==> src/rtl/qdsf_pkg.sv <==
// ----------------------------------------------------------------------------
// qdsf_pkg
// Shared types and constants for the quadrature decoder with speed filter.
// ----------------------------------------------------------------------------
`default_nettype none

package qdsf_pkg;

   localparam int DELTA_W   = 16;
   localparam int POS_W     = 32;
   localparam int SPEED_W   = 24;
   localparam int REQ_DATA_W = 40;
   localparam int RSP_DATA_W = 88;

   localparam logic [1:0] CMD_PIN  = 2'd0;
   localparam logic [1:0] CMD_TICK = 2'd1;
   localparam logic [1:0] CMD_LOAD = 2'd2;

   typedef enum logic [1:0] {
      ST_IDLE,
      ST_WALK,
      ST_DIV
   } qdsf_state_type;

   typedef enum logic [1:0] {
      STEP_DEC,
      STEP_INC,
      STEP_ERR
   } qdsf_step_type;

   // code = previous pins * 4 + new pins, pins = {A, B}
   function automatic qdsf_step_type qdsf_step(input logic [3:0] code);
      qdsf_step_type r;
      case (code) inside
         4'b0001, 4'b0111, 4'b1110, 4'b1000: r = STEP_DEC;
         4'b0010, 4'b1011, 4'b1101, 4'b0100: r = STEP_INC;
         default:                            r = STEP_ERR;
      endcase
      return r;
   endfunction

endpackage

`default_nettype wire

==> src/rtl/qdsf_window.sv <==
// ----------------------------------------------------------------------------
// qdsf_window
// Delta ring store with a serial weighted-sum walk, newest entry first.
// ----------------------------------------------------------------------------
`default_nettype none

module qdsf_window
   import qdsf_pkg::*;
#(
   parameter int WINDOW = 8,
   parameter int SUM_W  = 23
) (
   input  wire logic                 clock,
   input  wire logic                 reset,
   input  wire logic                 push,
   input  wire logic [DELTA_W-1:0]   push_delta,
   output logic                      sum_done,
   output logic [SUM_W-1:0]          sum
);

   localparam int PTR_W = (WINDOW > 1) ? $clog2(WINDOW) : 1;
   localparam int CNT_W = $clog2(WINDOW + 1);

   logic [DELTA_W-1:0] mem [WINDOW];
   logic [WINDOW-1:0]  vld_ff;

   logic [PTR_W-1:0]   wp_ff, wp_in;
   logic [PTR_W-1:0]   rd_addr_ff, rd_addr_in;
   logic [CNT_W-1:0]   cnt_ff, cnt_in;
   logic               data_vld_ff, data_vld_in;
   logic               done_ff, done_in;
   logic [DELTA_W-1:0] rd_data_ff;
   logic               rd_vld_ff;
   logic [SUM_W-1:0]   run_ff, run_in;
   logic [SUM_W-1:0]   acc_ff, acc_in;
   logic [DELTA_W-1:0] entry;

   assign entry = rd_vld_ff ? rd_data_ff : '0;

   always_comb begin
      wp_in       = wp_ff;
      rd_addr_in  = rd_addr_ff;
      cnt_in      = cnt_ff;
      run_in      = run_ff;
      acc_in      = acc_ff;
      data_vld_in = (cnt_ff != '0);
      done_in     = data_vld_ff && (cnt_ff == '0);
      if (cnt_ff != '0) begin
         cnt_in     = cnt_ff - CNT_W'(1);
         rd_addr_in = (rd_addr_ff == '0) ? PTR_W'(WINDOW - 1) : rd_addr_ff - PTR_W'(1);
      end
      if (data_vld_ff) begin
         run_in = run_ff + {{(SUM_W-DELTA_W){entry[DELTA_W-1]}}, entry};
         acc_in = acc_ff + run_in;
      end
      if (push) begin
         wp_in      = (wp_ff == PTR_W'(WINDOW - 1)) ? '0 : wp_ff + PTR_W'(1);
         rd_addr_in = wp_ff;
         cnt_in     = CNT_W'(WINDOW);
         run_in     = '0;
         acc_in     = '0;
      end
   end

   always_ff @(posedge clock) begin
      if (push) begin
         mem[wp_ff] <= push_delta;
      end
      rd_data_ff <= mem[rd_addr_ff];
      rd_vld_ff  <= vld_ff[rd_addr_ff];
      run_ff     <= run_in;
      acc_ff     <= acc_in;
      rd_addr_ff <= rd_addr_in;
   end

   always_ff @(posedge clock) begin
      if (reset) begin
         vld_ff      <= '0;
         wp_ff       <= '0;
         cnt_ff      <= '0;
         data_vld_ff <= 1'b0;
         done_ff     <= 1'b0;
      end else begin
         if (push) begin
            vld_ff[wp_ff] <= 1'b1;
         end
         wp_ff       <= wp_in;
         cnt_ff      <= cnt_in;
         data_vld_ff <= data_vld_in;
         done_ff     <= done_in;
      end
   end

   assign sum_done = done_ff;
   assign sum      = acc_ff;

endmodule

`default_nettype wire

==> src/rtl/qdsf_divider.sv <==
// ----------------------------------------------------------------------------
// qdsf_divider
// Bit-serial restoring divider by a constant, one quotient bit per cycle.
// ----------------------------------------------------------------------------
`default_nettype none

module qdsf_divider #(
   parameter int DIV_W   = 31,
   parameter int DIVISOR = 36
) (
   input  wire logic             clock,
   input  wire logic             reset,
   input  wire logic             start,
   input  wire logic [DIV_W-1:0] dividend,
   output logic                  done,
   output logic [DIV_W-1:0]      quotient
);

   localparam int TOT_W = $clog2(DIVISOR + 1);
   localparam int CNT_W = $clog2(DIV_W + 1);

   logic [DIV_W-1:0] q_ff, q_in;
   logic [TOT_W-1:0] rem_ff, rem_in;
   logic [CNT_W-1:0] cnt_ff, cnt_in;
   logic             done_ff, done_in;
   logic [TOT_W:0]   trial;
   logic             fits;

   assign trial = {rem_ff, q_ff[DIV_W-1]};
   assign fits  = (trial >= (TOT_W+1)'(DIVISOR));

   always_comb begin
      q_in    = q_ff;
      rem_in  = rem_ff;
      cnt_in  = cnt_ff;
      done_in = (cnt_ff == CNT_W'(1));
      if (start) begin
         q_in   = dividend;
         rem_in = '0;
         cnt_in = CNT_W'(DIV_W);
      end else if (cnt_ff != '0) begin
         q_in   = {q_ff[DIV_W-2:0], fits};
         rem_in = fits ? TOT_W'(trial - (TOT_W+1)'(DIVISOR)) : TOT_W'(trial);
         cnt_in = cnt_ff - CNT_W'(1);
      end
   end

   always_ff @(posedge clock) begin
      q_ff   <= q_in;
      rem_ff <= rem_in;
   end

   always_ff @(posedge clock) begin
      if (reset) begin
         cnt_ff  <= '0;
         done_ff <= 1'b0;
      end else begin
         cnt_ff  <= cnt_in;
         done_ff <= done_in;
      end
   end

   assign done     = done_ff;
   assign quotient = q_ff;

endmodule

`default_nettype wire

==> src/rtl/quadrature_decoder_speed_filter.sv <==
// ----------------------------------------------------------------------------
// quadrature_decoder_speed_filter
// Quadrature decoder with position count, error count and filtered speed.
// Each request beat carries a command in tuser: pin change, speed tick or
// position load, and yields one response beat with position, error count and
// speed (Q15.8). Pin change, load and unused commands finish in the accept
// cycle. A tick walks the delta window one entry per cycle through the
// window RAM read port and then runs a bit-serial divide by the weight total
// one quotient bit per cycle. No further request is taken until the response
// is taken.
// ----------------------------------------------------------------------------
`default_nettype none

module quadrature_decoder_speed_filter
   import qdsf_pkg::*;
#(
   parameter int WINDOW = 8
) (
   input  wire logic                  clock,
   input  wire logic                  reset,
   input  wire logic                  req_tvalid,
   output logic                       req_tready,
   input  wire logic [REQ_DATA_W-1:0] req_tdata,  // pin_a, pin_b, load_value[31:0], pad
   input  wire logic [1:0]            req_tuser,  // cmd
   output logic                       rsp_tvalid,
   input  wire logic                  rsp_tready,
   output logic [RSP_DATA_W-1:0]      rsp_tdata   // position, error_count, speed
);

   localparam int TOTAL = WINDOW * (WINDOW + 1) / 2;
   localparam int SUM_W = DELTA_W + $clog2(TOTAL + 1) + 1;
   localparam int DIV_W = SUM_W + 8;

   qdsf_state_type state_ff, state_in;

   logic [1:0]         prev_pins_ff;
   logic [POS_W-1:0]   pos_ff;
   logic [POS_W-1:0]   err_ff;
   logic [POS_W-1:0]   last_ff;
   logic [SPEED_W-1:0] speed_ff;
   logic               rsp_vld_ff, rsp_vld_in;
   logic               neg_ff;

   logic               accept;
   logic               push;
   logic               div_start;
   logic [1:0]         cmd;
   logic [1:0]         pins_now;
   qdsf_step_type      step;
   logic [POS_W-1:0]   diff;
   logic [DELTA_W-1:0] delta;
   logic               walk_done;
   logic [SUM_W-1:0]   wsum;
   logic [SUM_W-1:0]   wmag;
   logic               div_done;
   logic [DIV_W-1:0]   quo;
   logic [SPEED_W:0]   avg;
   logic [SPEED_W:0]   tot;
   logic [SPEED_W:0]   tot_adj;

   assign cmd      = req_tuser;
   assign accept   = req_tvalid && req_tready;
   assign pins_now = {req_tdata[0], req_tdata[1]};
   assign step     = qdsf_step({prev_pins_ff, pins_now});

   assign diff  = pos_ff - last_ff;
   always_comb begin
      if (!diff[POS_W-1] && (diff[POS_W-2:DELTA_W-1] != '0)) begin
         delta = {1'b0, {(DELTA_W-1){1'b1}}};
      end else if (diff[POS_W-1] && (diff[POS_W-2:DELTA_W-1] != '1)) begin
         delta = {1'b1, {(DELTA_W-1){1'b0}}};
      end else begin
         delta = diff[DELTA_W-1:0];
      end
   end

   assign wmag = wsum[SUM_W-1] ? (~wsum + SUM_W'(1)) : wsum;

   assign avg     = neg_ff ? (~{1'b0, quo[SPEED_W-1:0]} + (SPEED_W+1)'(1))
                           : {1'b0, quo[SPEED_W-1:0]};
   assign tot     = avg + {speed_ff[SPEED_W-1], speed_ff};
   assign tot_adj = tot + {{SPEED_W{1'b0}}, tot[SPEED_W]};

   always_comb begin
      state_in = state_ff;
      case (state_ff)
         ST_IDLE: begin
            if (accept && (cmd == CMD_TICK)) begin
               state_in = ST_WALK;
            end
         end
         ST_WALK: begin
            if (walk_done) begin
               state_in = ST_DIV;
            end
         end
         ST_DIV: begin
            if (div_done) begin
               state_in = ST_IDLE;
            end
         end
         default: state_in = ST_IDLE;
      endcase
   end

   always_comb begin
      req_tready = 1'b0;
      push       = 1'b0;
      div_start  = 1'b0;
      case (state_ff)
         ST_IDLE: begin
            req_tready = !rsp_vld_ff || rsp_tready;
            push       = accept && (cmd == CMD_TICK);
         end
         ST_WALK: div_start = walk_done;
         ST_DIV:  ;
         default: ;
      endcase
   end

   always_comb begin
      rsp_vld_in = rsp_vld_ff;
      if (rsp_tready) begin
         rsp_vld_in = 1'b0;
      end
      if ((accept && (cmd != CMD_TICK)) || (state_ff == ST_DIV && div_done)) begin
         rsp_vld_in = 1'b1;
      end
   end

   always_ff @(posedge clock) begin
      if (div_start) begin
         neg_ff <= wsum[SUM_W-1];
      end
   end

   always_ff @(posedge clock) begin
      if (reset) begin
         state_ff     <= ST_IDLE;
         rsp_vld_ff   <= 1'b0;
         prev_pins_ff <= '0;
         pos_ff       <= '0;
         err_ff       <= '0;
         last_ff      <= '0;
         speed_ff     <= '0;
      end else begin
         state_ff   <= state_in;
         rsp_vld_ff <= rsp_vld_in;
         if (accept) begin
            case (cmd)
               CMD_PIN: begin
                  prev_pins_ff <= pins_now;
                  case (step)
                     STEP_DEC: pos_ff <= pos_ff - POS_W'(1);
                     STEP_INC: pos_ff <= pos_ff + POS_W'(1);
                     default:  err_ff <= err_ff + POS_W'(1);
                  endcase
               end
               CMD_TICK: last_ff <= pos_ff;
               CMD_LOAD: pos_ff  <= req_tdata[POS_W+1:2];
               default: ;
            endcase
         end
         if (state_ff == ST_DIV && div_done) begin
            speed_ff <= tot_adj[SPEED_W:1];
         end
      end
   end

   qdsf_window #(
      .WINDOW (WINDOW),
      .SUM_W  (SUM_W)
   ) u_window (
      .clock      (clock),
      .reset      (reset),
      .push       (push),
      .push_delta (delta),
      .sum_done   (walk_done),
      .sum        (wsum)
   );

   qdsf_divider #(
      .DIV_W   (DIV_W),
      .DIVISOR (TOTAL)
   ) u_divider (
      .clock    (clock),
      .reset    (reset),
      .start    (div_start),
      .dividend ({wmag, 8'b0}),
      .done     (div_done),
      .quotient (quo)
   );

   assign rsp_tvalid = rsp_vld_ff;
   assign rsp_tdata  = {speed_ff, err_ff, pos_ff};

   a_walk_in_walk: assert property (@(posedge clock) disable iff (reset)
      walk_done |-> state_ff == ST_WALK)
      else $error("window sum finished outside walk");

   a_div_in_div: assert property (@(posedge clock) disable iff (reset)
      div_done |-> state_ff == ST_DIV)
      else $error("divider finished outside divide");

   a_tick_no_rsp: assert property (@(posedge clock) disable iff (reset)
      (accept && cmd == CMD_TICK) |=> !rsp_tvalid && state_ff == ST_WALK)
      else $error("tick beat produced an early response");

   a_busy_no_accept: assert property (@(posedge clock) disable iff (reset)
      (state_ff != ST_IDLE) |-> !accept)
      else $error("request accepted while a tick is in progress");

endmodule

`default_nettype wire

==> config.mk <==
export PLATFORM = sky130hd
export DESIGN_NAME = quadrature_decoder_speed_filter
export DESIGN_NICKNAME = d
export VERILOG_FILES = /design/src/rtl/qdsf_pkg.sv /design/src/rtl/qdsf_window.sv /design/src/rtl/qdsf_divider.sv /design/src/rtl/quadrature_decoder_speed_filter.sv
export SDC_FILE = /design/constraint.sdc
export NUM_CORES = 1
export LEC_CHECK = 0
export ABC_AREA = 1
export ABC_CLOCK_PERIOD_IN_PS = 5770
export BUFFER_PORTS_ARGS = -buffer_cell sky130_fd_sc_hd__buf_2
export CORE_ASPECT_RATIO = 0.7
export CORE_UTILIZATION = 28
export DETAILED_ROUTE_END_ITERATION = 10
export PLACE_DENSITY_LB_ADDON = 0.25
export SYNTH_ARGS = -nofsm -noshare
export SYNTH_HDL_FRONTEND = slang
export SYNTH_SLANG_ARGS = --single-unit
==> constraint.sdc <==
create_clock -name clock -period 5.77 [get_ports clock]
set_clock_uncertainty 0.2 [all_clocks]
set_input_delay 0 -clock clock [delete_from_list [all_inputs] [get_ports clock]]
set_output_delay 0 -clock clock [all_outputs]
set_load 0.05 [all_outputs]
==> run_results.csv, run 1 <==
group,metric,value,unit
route,routed_via_density,4.79,
clock_network,ctsRootBufferMaster,"clkbuf_16",
clock_network,post_cts_buffers,0,
cells_and_area,area_growth,16.5,%
setup_path,cp-start-kind,"flip-flop",
clock_network,clock_path_buffers,3,
sta,fin_hold_ws,0.0332,ns
logic_synthesis,synth-main-ff-cell,"dfxtp_1",
logic_synthesis,ys_types,58,
outcome,status,"complete, no violations",
pwr,vdd_drop_max,0.298,mV
route,drcViolationCount,0,
sta,clock.fmax,189,MHz
setup_path,end_kind,"flip-flop",
sta,setup_viol,0,
logic_synthesis,synth.mux.area_fraction,0,
logic_synthesis,async_reset_ff_frac,0,
placed_design,gp_congestion,0.922,
grt,grtUsageTotal,0.169,
sta,grt_setup_unrepaired,"no",
floorplan,rows,91,
pwr,p_sw_frac,0.471,
pwr,p_total,15.3,mW
sta,slew_violations,0,
pwr,pwr-share-seq,0.258,
floorplan,ioPinCount,136,
logic_synthesis,ys_warn_count,0,
grt,grt_busiest_layer,"met1",
setup_path,reg2reg_depth,30,
grt,gr-total-overflow,0,
logic_synthesis,synth_fa_ha_area_frac,0.0758,
floorplan,die_area,90900,um^2
floorplan,core_area,88500,um^2
clock_network,h-tree-depth,2,
logic_synthesis,synth_top_family_by_area,"simple AND/OR/NAND/NOR gates",
grt,antenna_found_initial,1,
sta,maxSlewHeadroom,0.403,
floorplan,dieHeight,253,um
sta,finalSetupTns,0,ns
cells_and_area,layout.nets,3925,
route,vias,23600,
logic_synthesis,synthXorXnorAreaFrac,0.0473,
cells_and_area,drive_gt1_frac,0.0808,
clock_network,cts_tree,"done",
sta,period_share,0.918,
route,drtIter0Drc,1632,
route,post_drt_wl_per_cell,15.9,um
logic_synthesis,synth_sequential_area_ratio,0.365,
logic_synthesis,synth-seq-cells,380,
grt,grt_max_degree,76,
sta,hold_viol,0,
route,dr.pass1.iters,6,
setup_path,cp_slowest_cell,"ha_1",
route,routed_wl,78300,um
logic_synthesis,synth_area_leader_cell,"edfxtp_1",
pwr,p_clk_frac,0.186,
logic_synthesis,synth_compound_area_frac,0.160,
grt,grtUsageMet3,0.0234,
sta,fin_crit,5.30,ns
hold_path,hold_class,"in2reg",
logic_synthesis,yosys.area.top_type_share,0.185,
placed_design,place_area,27100,um^2
sta,fin_ws,0.473,ns
sta,tightest_slew,0.887,ns
setup_path,slowest_delay,0.41,ns
placed_design,place_ws,0.409,ns
logic_synthesis,postSynthCellCount,3550,
logic_synthesis,syn_area_per_cell,7.07,um^2
logic_synthesis,netlist_area,25100,um^2
pwr,p_leak,13.4,nW
pwr,p_sw,7.23,mW
route,ant_nets,0,
pwr,powerDensity,524,nW/um^2
placed_design,post-dp-hpwl,58000,um
cells_and_area,fin_area,29200,um^2
clock_network,cts_buffers,42,
logic_synthesis,syn_nets,3745,
pwr,power_frac_comb,0.555,
job,maxCapViolCount,0,
cells_and_area,fill_cells,9543,
floorplan,floorplan.initialDensity,0.284,
setup_path,arrival,5.55,ns
clock_network,insertion_delay,0.58,ns
setup_path,crit_fanout,7,
clock_network,path_clk_slew,0.06,ns
clock_network,cts.sinks,380,
setup_path,crit_required,6.02,ns
hold_path,hold_path_depth,5,
logic_synthesis,synth_edf_count,155,
grt,met1_usage,0.264,
grt,grt_pass1_wl,123000,um
grt,grt.met2_usage,0.242,
placed_design,numPortBuffers,129,
logic_synthesis,synth-simple-area-share,0.268,
pwr,internal_power,8.11,mW
floorplan,die_x,360,um
setup_path,critPathKind,"reg2reg",
grt,grt_pass1_vias,21600,
logic_synthesis,ys_top_cells_by_area,"edfxtp_1 (19%), dfxtp_1 (18%), nand2_1 (11%)",
## flip-flops by register name, summed over array words and instances (netlist names), 2 cells and up
signal	flops
u_window.vld_ff	8
u_divider.cnt_ff	5
u_window.rd_addr_ff	3
last_ff	32
err_ff	32
state_ff	2
u_window.run_ff	23
speed_ff	24
u_window.mem	128
u_divider.quotient	31
u_window.wp_ff	3
u_divider.rem_ff	6
u_window.rd_data_ff	16
u_window.sum	23
u_window.cnt_ff	4
pos_ff	32
prev_pins_ff	2
## metal layers
layer / wire (um) / vias up
li1: - / 12100
met1: 42000 / 10900
met2: 31200 / 545
met3: 4180 / 71
met4: 953 / 0
met5: 0 / -
## kinds of logic after synthesis
logic type               count (synthesis)
AO/OA/AOI/OAI                          737
flip-flops                             380
adder cells (fa/ha/maj)                149
AND/OR/NAND/NOR                       1593
buffers and inverters                  558
XOR/XNOR                               133
## cells in the final DEF, fill, tap and decap left out, types with 6 or more instances in the layout
cell type and count:
nand2_2 19, dlygate4sd3_1 73, dfxtp_1 225, inv_1 442
a21oi_1 285, nor2_1 464, xor2_1 99, o21bai_1 26
nor2_2 19, nand3b_1 16, ha_1 144, nor3_1 63
nand3_1 154, clkbuf_16 43, o21ai_0 298, bufinv_16 6
a31oi_1 33, o22ai_1 32, o211ai_1 15, nand2_1 765
nor4_1 16, a21boi_0 6, clkinv_1 8, inv_2 8
nand4_1 43, clkbuf_1 16, a21o_1 13, o21a_1 6
edfxtp_1 155, xnor2_1 31, buf_2 129, buf_4 35
## area by class of cell
type / count / area [um^2] / share of cell area
Multi-Input combinational cell: 2612 / 13900 / 0.474
Sequential cell: 380 / 9160 / 0.313
Inverter: 457 / 1720 / 0.0587
Timing Repair Buffer: 237 / 1640 / 0.0560
Tap cell: 1162 / 1450 / 0.0497
Clock buffer: 61 / 1160 / 0.0398
Clock inverter: 16 / 246 / 0.00843
Antenna cell: 1 / 2.50 / 0.0000856
## worst max-delay path, delay by kind of cell (launching register included)
family	cells	cell delay [ns]
buffers and inverters	2	0.10
DFF	1	0.33
xor gates and xnor gates	2	0.29
adders and majority gates	2	0.60
AOI/OAI and AO/OA	2	0.21
and+or+nand+nor	22	3.43
## Yosys cell counts, types with 13 or more instances
master and n:
xor2_1 99, xnor2_1 31, nor2_1 470, nor4_1 16, nand3_1 154, nand4_1 43
nand3b_1 16, o21ai_0 298, o211ai_1 15, dfxtp_1 225, nand2_1 765, nor2_2 13
inv_1 446, edfxtp_1 155, ha_1 144, o21bai_1 26, o22ai_1 32, a21oi_1 285
nor3_1 65, a31oi_1 33, a21o_1 13, nand2_2 19, clkbuf_1 91
## what timing repair did
item | 4_1_cts | 5_1_grt
hold buffers | 73 | 0
hold endpoints to repair | 82 | 0
gates resized for setup | 0 | 1
setup endpoints to repair | 0 | 7
## final timing paths
| kind | to | slack [ns] | startpoint |
|---|---|---|---|
| worst max-delay path | speed_ff[19] | 0.47 | u_divider.quotient[2] |
| worst min-delay path | u_window.sum[0] | 0.03 | req_tvalid |
| worst max register to register | speed_ff[19] | 0.47 | u_divider.quotient[2] |
| worst min register to register | u_divider.done | 0.25 | u_divider.cnt_ff[4] |
## stage by stage
stage | util | instances
floorplan | - | 3550
global placement | 0.306 | 4775
detailed placement | 0.306 | 4775
CTS | 0.330 | 4925
global route | 0.331 | 4925
finish | 0.331 | 4926
## power groups by stage
stage	clock network [mW]	logic [mW]	registers (mW)
global placement	0	8.39	4.02
CTS	2.94	8.49	3.97
floorplan	0	6.34	3.94
global route	3.03	9.71	4.03
finish	2.86	8.52	3.96
detailed placement	0	8.40	4.02
Note: power is estimated with default switching activity, not from simulation.
==> run 2, diff against run 1 <==
--- a/config.mk
+++ b/config.mk
@@ -5,13 +5,13 @@
 export SDC_FILE = /design/constraint.sdc
 export NUM_CORES = 1
 export LEC_CHECK = 0
-export ABC_AREA = 1
 export ABC_CLOCK_PERIOD_IN_PS = 5770
 export BUFFER_PORTS_ARGS = -buffer_cell sky130_fd_sc_hd__buf_2
 export CORE_ASPECT_RATIO = 0.7
 export CORE_UTILIZATION = 28
 export DETAILED_ROUTE_END_ITERATION = 10
 export PLACE_DENSITY_LB_ADDON = 0.25
+export REMOVE_ABC_BUFFERS = 1
 export SYNTH_ARGS = -nofsm -noshare
 export SYNTH_HDL_FRONTEND = slang
 export SYNTH_SLANG_ARGS = --single-unit
==> run_results.csv, run 2 <==
group,metric,value,unit
route,drcViolationCount,0,
grt,grt_pass1_wl,95700,um
pwr,powerDensity,414,nW/um^2
logic_synthesis,synth-main-ff-cell,"dfxtp_1",
sta,finalSetupTns,0,ns
logic_synthesis,synth-seq-cells,380,
route,routed_wl,59100,um
grt,gr-total-overflow,0,
floorplan,dieHeight,242,um
clock_network,insertion_delay,0.57,ns
grt,grt_max_degree,84,
logic_synthesis,synth_top_family_by_area,"simple AND/OR/NAND/NOR gates",
grt,grt_pass1_vias,18000,
pwr,p_leak,10.7,nW
cells_and_area,fill_cells,8247,
clock_network,ctsRootBufferMaster,"clkbuf_16",
route,dr.pass1.iters,5,
setup_path,end_kind,"flip-flop",
hold_path,hold_path_depth,5,
sta,tightest_slew,1.13,ns
clock_network,clock_path_buffers,3,
placed_design,post-dp-hpwl,42100,um
logic_synthesis,yosys.area.top_type_share,0.202,
logic_synthesis,ys_warn_count,0,
sta,maxSlewHeadroom,0.245,
clock_network,cts_tree,"done",
floorplan,die_x,345,um
cells_and_area,area_growth,17.7,%
setup_path,timing.rr.end,"speed_ff[23]",
grt,antenna_found_initial,1,
sta,grt_setup_unrepaired,"yes",
route,drtIter0Drc,999,
cells_and_area,largest_reg_flops,128,
route,ant_nets,0,
floorplan,rows,87,
setup_path,critPathKind,"reg2reg",
route,routed_via_density,5.00,
clock_network,cts.sinks,380,
logic_synthesis,synth_area_leader_cell,"edfxtp_1",
logic_synthesis,synth.mux.area_fraction,0.0634,
cells_and_area,num_antenna_cells,0,
logic_synthesis,synthXorXnorAreaFrac,0.0735,
logic_synthesis,synth_fa_ha_area_frac,0.0827,
logic_synthesis,postSynthCellCount,2456,
floorplan,floorplan.initialDensity,0.284,
logic_synthesis,synth_sequential_area_ratio,0.398,
clock_network,path_clk_slew,0.06,ns
cells_and_area,multiInputGateArea,13300,um^2
placed_design,dp_cells,3580,
cells_and_area,top_register,"u_window.mem",
cells_and_area,layout_commonest_cell,"nand2_1",
outcome,status,"complete, no violations",
floorplan,die_area,83300,um^2
setup_path,arrival,5.74,ns
clock_network,h-tree-depth,2,
setup_path,endpoint,"speed_ff[23]",
placed_design,numPortBuffers,129,
cells_and_area,final_cell_mix,"nand2_1 (238), nor2_1 (233), dfxtp_1 (223)",
placed_design,gp_congestion,0.831,
logic_synthesis,synth_common_cells,"nand2_1 (238), nor2_1 (234), dfxtp_1 (225)",
logic_synthesis,synth_edf_count,155,
floorplan,core_area,80900,um^2
pwr,vdd_drop_max,0.235,mV
sta,hold_viol,0,
sta,fin_crit,5.49,ns
clock_network,cts_buffers,39,
setup_path,r2r_slack,0.28,ns
route,vias,18700,
setup_path,r2r-start,"u_divider.quotient[4]",
route,post_drt_wl_per_cell,15.8,um
hold_path,hold_class,"in2reg",
cells_and_area,layout.nets,2830,
logic_synthesis,synth-simple-area-share,0.178,
logic_synthesis,ys_types,91,
logic_synthesis,netlist_area,23000,um^2
grt,grtUsageTotal,0.139,
setup_path,cp-start-kind,"flip-flop",
setup_path,crit_required,6.02,ns
setup_path,setup.worst_path.start,"u_divider.quotient[4]",
logic_synthesis,ys_top_cells_by_area,"edfxtp_1 (20%), dfxtp_1 (20%), ha_1 (7.8%)",
cells_and_area,drive_gt1_frac,0.129,
cells_and_area,final-seq-area,9160,um^2
job,maxCapViolCount,0,
floorplan,ioPinCount,136,
setup_path,crit_fanout,5,
logic_synthesis,syn_area_per_cell,9.37,um^2
sta,clock.fmax,182,MHz
cells_and_area,final_cells,3733,
logic_synthesis,synthMostInstantiatedCell,"nand2_1",
sta,setup_viol,0,
setup_path,reg2reg_depth,23,
sta,slew_violations,0,
logic_synthesis,synth_compound_area_frac,0.173,
logic_synthesis,async_reset_ff_frac,0,
sta,period_share,0.952,
## run 2: cell types whose count changed after synthesis, sizes merged, moves of 53 or more
cell / delta
xnor2: +76
a21o: +53
nand3: -77
a21oi: -120
nand2: -547
nor2: -254
o21ai: -172
inv: -368
## run 2: critical path, cell delays in order, from the launching register on
cell      delay [ns]
dfxtp_2         0.34
or4_4           0.58
nor4_4          0.25
buf_4           0.17
nand3b_1        0.12
o31ai_2         0.26
xnor2_1         0.16
ha_2            0.31
a21o_1          0.20
and2_1          0.18
a211o_1         0.30
a22o_1          0.23
nor3_2          0.15
o41ai_2         0.11
a311oi_4        0.39
and2_1          0.19
ha_2            0.17
and3_4          0.20
nand3_1         0.09
nor3_2          0.18
buf_4           0.14
nand4_1         0.11
mux2i_1         0.14
or2_1           0.21
## run 2: layer usage
metal	global-route usage	part of all wire
met5	0	0
met4	0.0327	0.020
met3	0.0204	0.041
met2	0.215	0.43
met1	0.203	0.51
## run 2: per-stage QoR
step	cell area, um^2	setup slack, ns	utilization	hold WS, ns	total power, mW
finish	27100	0.276	0.335	0.0269	11.2
global placement	24900	0.177	0.308	0.0652	8.43
detailed placement	24900	0.166	0.308	0.0752	8.54
CTS	27000	0.137	0.334	0.000614	11.3
global route	27100	-0.0151	0.335	0.0501	12.0
floorplan	22600	-0.0450	-	-0.131	7.34
## run 2: power breakdown
| group | internal (mW) | switching (mW) |
|---|---|---|
| Clock | 1.52 | 1.14 |
| Combinational | 1.95 | 2.71 |
| Sequential | 3.47 | 0.429 |
## run 2: final cells by class
class,count,share of cell area
tap,1068,0.0493
clock buffer,49,0.0397
inverter,84,0.0116
multi-input combinational,1889,0.490
clock inverter,22,0.00906
sequential,380,0.338
timing repair buffer,241,0.0622
## run 2: worst min path at each step
| stage | slack (ns) | start | to |
|---|---|---|---|
| after floorplan | -0.13 | reset | err_ff[12] |
| after global placement | 0.07 | req_tdata[20] | pos_ff[18] |
| after detailed placement | 0.08 | req_tdata[2] | pos_ff[0] |
| after CTS | 0.0006 | req_tuser[0] | pos_ff[2] |
| after global routing | 0.05 | req_tuser[0] | pos_ff[2] |
| final | 0.03 | req_tuser[0] | pos_ff[27] |
## run 2: logic make-up after synthesis
kind of cell             Yosys count
flip-flops                       380
multiplexers                     101
AND/OR/NAND/NOR                  844
AO/OA/AOI/OAI                    602
buffers and inverters            187
XOR/XNOR                         193
adder cells (fa/ha/maj)          149
## run 2: repair_timing
action                                  4_1_cts  5_1_grt
setup buffers                                 0        4
hold endpoints to repair                    103        0
hold buffers                                 78        0
gates resized for setup                       0       17
endpoints found under the setup margin        0        9
==> run 3, diff against run 2 <==
--- a/config.mk
+++ b/config.mk
@@ -9,9 +9,11 @@
 export BUFFER_PORTS_ARGS = -buffer_cell sky130_fd_sc_hd__buf_2
 export CORE_ASPECT_RATIO = 0.7
 export CORE_UTILIZATION = 28
+export CTS_CLUSTER_DIAMETER = 80
 export DETAILED_ROUTE_END_ITERATION = 10
 export PLACE_DENSITY_LB_ADDON = 0.25
 export REMOVE_ABC_BUFFERS = 1
 export SYNTH_ARGS = -nofsm -noshare
 export SYNTH_HDL_FRONTEND = slang
+export SYNTH_HIERARCHICAL = 1
 export SYNTH_SLANG_ARGS = --single-unit
==> run_results.csv, run 3 <==
group,metric,value,unit
outcome,status,"complete, no violations",
cells_and_area,final_cell_mix,"nand2_1 (250), nor2_1 (221), dfxtp_1 (216)",
logic_synthesis,ys_warn_count,6,
route,routed_via_density,5.01,
logic_synthesis,synth_fa_ha_area_frac,0.0818,
setup_path,reg2reg_depth,22,
floorplan,die_area,85300,um^2
setup_path,crit_required,6.04,ns
setup_path,critPathKind,"reg2reg",
hold_path,min-delay-start,"req_tuser[0]",
logic_synthesis,synth.mux.area_fraction,0.0751,
logic_synthesis,synth_compound_area_frac,0.173,
hold_path,hold_class,"in2reg",
route,vias,19400,
logic_synthesis,synthXorXnorAreaFrac,0.0716,
route,drtIter0Drc,1310,
cells_and_area,area_growth,19.3,%
sta,setup_viol,0,
clock_network,insertion_delay,0.56,ns
setup_path,r2r_slack,0.31,ns
clock_network,cts.sinks,380,
clock_network,cts_buffers,40,
logic_synthesis,synth_sequential_area_ratio,0.392,
logic_synthesis,synth-main-ff-cell,"dfxtp_1",
pwr,p_total,11.4,mW
cells_and_area,top_register,"u_window/mem",
logic_synthesis,synth_edf_count,163,
logic_synthesis,postSynthCellCount,2498,
grt,grtUsageTotal,0.145,
setup_path,cp-start-kind,"flip-flop",
sta,slew_violations,0,
sta,tightest_slew,1.21,ns
placed_design,place_ws,-0.0671,ns
cells_and_area,layout.nets,2921,
setup_path,r2r-start,"u_divider/quotient[0]",
job,maxCapViolCount,0,
route,drcViolationCount,0,
pwr,p_sw_frac,0.377,
logic_synthesis,syn_area_per_cell,9.43,um^2
pwr,p_clk_frac,0.237,
cells_and_area,drive_gt1_frac,0.139,
pwr,internal_power,7.08,mW
sta,fin_hold_ws,0.0684,ns
pwr,p_leak,11.1,nW
grt,grt_pass1_wl,102000,um
placed_design,numPortBuffers,129,
clock_network,ctsRootBufferMaster,"clkbuf_16",
route,dr.pass1.iters,5,
logic_synthesis,async_reset_ff_frac,0,
floorplan,dieHeight,245,um
floorplan,floorplan.initialDensity,0.284,
grt,grt_max_degree,69,
setup_path,cp_slowest_cell,"or3b_4",
placed_design,post-dp-hpwl,45800,um
route,routed_wl,63000,um
grt,gr-total-overflow,0,
logic_synthesis,synth_common_cells,"nand2_1 (250), nor2_1 (229), dfxtp_1 (217)",
floorplan,die_x,349,um
route,ant_nets,0,
sta,fin_ws,0.312,ns
sta,grt_setup_unrepaired,"no",
clock_network,clock_path_buffers,3,
setup_path,end_kind,"flip-flop",
floorplan,core_area,82800,um^2
cells_and_area,fill_cells,8470,
setup_path,endpoint,"speed_ff[15]",
pwr,power_frac_comb,0.417,
cells_and_area,num_antenna_cells,0,
logic_synthesis,synth-simple-area-share,0.173,
pwr,vdd_drop_max,0.175,mV
logic_synthesis,ys_top_cells_by_area,"edfxtp_1 (21%), dfxtp_1 (18%), ha_1 (7.8%)",
sta,clock.fmax,183,MHz
sta,maxSlewHeadroom,0.186,
clock_network,path_clk_slew,0.06,ns
cells_and_area,layout_commonest_cell,"nand2_1",
pwr,pwr-share-seq,0.346,
floorplan,ioPinCount,136,
sta,hold_viol,0,
grt,grt_pass1_vias,18700,
logic_synthesis,netlist_area,23600,um^2
route,post_drt_wl_per_cell,16.2,um
logic_synthesis,yosys.area.top_type_share,0.208,
logic_synthesis,ys_types,101,
setup_path,slowest_delay,0.44,ns
sta,period_share,0.946,
setup_path,crit_chain,"buf_4 > inv_1 > ha_1 > or3b_4 > o31ai_1 > xnor2_1 > ha_2 > and4_1 > and3_1 > a21boi_2 > o211ai_1 > a211o_1 > a221o_1 > nor3_2 > ha_1 > nand2_1 > or3b_4 > nor3_4 > buf_4 > nand3_1 > xor2_1 > a211oi_1",
clock_network,cts_tree,"done",
setup_path,timing.rr.end,"speed_ff[15]",
clock_network,h-tree-depth,2,
floorplan,rows,88,
placed_design,gp_congestion,0.851,
pwr,p_sw,4.30,mW
logic_synthesis,synth_top_family_by_area,"compound AO/OA/AOI/OAI gates",
logic_synthesis,synthMostInstantiatedCell,"nand2_1",
setup_path,crit_fanout,7,
logic_synthesis,synth-seq-cells,380,
grt,antenna_found_initial,1,
cells_and_area,largest_reg_flops,128,
pwr,powerDensity,405,nW/um^2
setup_path,arrival,5.73,ns
setup_path,setup.worst_path.start,"u_divider/quotient[0]",
logic_synthesis,synth_area_leader_cell,"edfxtp_1",
sta,fin_crit,5.46,ns
-- run 3: area by class of cell --
cell class | instances | area (um^2) | area share
multi-input combinational | 1922 | 13700 | 0.488
inverter | 97 | 364 | 0.0130
clock inverter | 12 | 203 | 0.00721
sequential | 380 | 9240 | 0.329
tap | 1125 | 1410 | 0.0501
timing repair buffer | 283 | 2020 | 0.0719
clock buffer | 61 | 1160 | 0.0414
-- run 3: critical path, delay by kind of cell (launching register included) --
kind	cells	cell delay (ns)
DFF	1	0.39
AOI/OAI and AO/OA	6	1.60
buffers and inverters	3	0.35
xor gates and xnor gates	2	0.31
and+or+nand+nor	8	1.80
adders and majority gates	3	0.69
-- run 3: stage by stage --
step	instances	instance area (um^2)	setup TNS, ns	utilization
after detailed placement	3721	25800	-0.0671	0.311
after CTS	3880	28000	0	0.339
final	3880	28100	0	0.339
after floorplan	2399	23200	0	-
after global placement	3721	25800	0	0.311
after global routing	3880	28100	0	0.339
-- run 3: worst min path at each step --
stage                   end  cells past startpoint
5_1_grt          pos_ff[29]                      6
6_report          pos_ff[7]                      5
4_1_cts           pos_ff[7]                      5
3_5_place_dp     pos_ff[10]                      3
3_3_place_gp     rsp_tvalid                      3
2_1_floorplan  speed_ff[14]                      1
-- run 3: logic make-up (layout without fill, tap and decap cells) --
| group | Yosys count | after routing |
|---|---|---|
| adders and majority gates | 151 | 151 |
| DFF | 380 | 380 |
| and+or+nand+nor | 836 | 836 |
| buffers and inverters | 203 | 453 |
| xor gates and xnor gates | 191 | 191 |
| other | 1 | 8 |
| AOI/OAI and AO/OA | 608 | 608 |
| muxes | 128 | 128 |
-- run 3: routing by layer --
metal	vias to the layer above	share of wire	track usage
met5	-	0	0
met3	75	0.037	0.0190
met4	0	0.016	0.0304
met2	363	0.44	0.227
li1	9625	-	-
met1	9359	0.51	0.211
-- run 3: power by group through the flow --
stage / logic (mW) / registers, mW / clock network (mW)
after detailed placement: 4.64 / 3.99 / 0
after CTS: 4.74 / 3.94 / 2.81
final: 4.75 / 3.94 / 2.70
after global routing: 5.25 / 4.00 / 2.91
after global placement: 4.54 / 3.97 / 0
after floorplan: 3.24 / 4.02 / 0
-- run 3: what timing repair did --
| item | CTS | global route |
|---|---|---|
| pin swaps | 0 | 1 |
| buffers inserted | 0 | 0 |
| hold buffers | 86 | 0 |
| hold endpoints to repair | 68 | 0 |
| gates cloned | 0 | 0 |
| setup endpoints to repair | 2 | 7 |
| resized for setup | 3 | 17 |
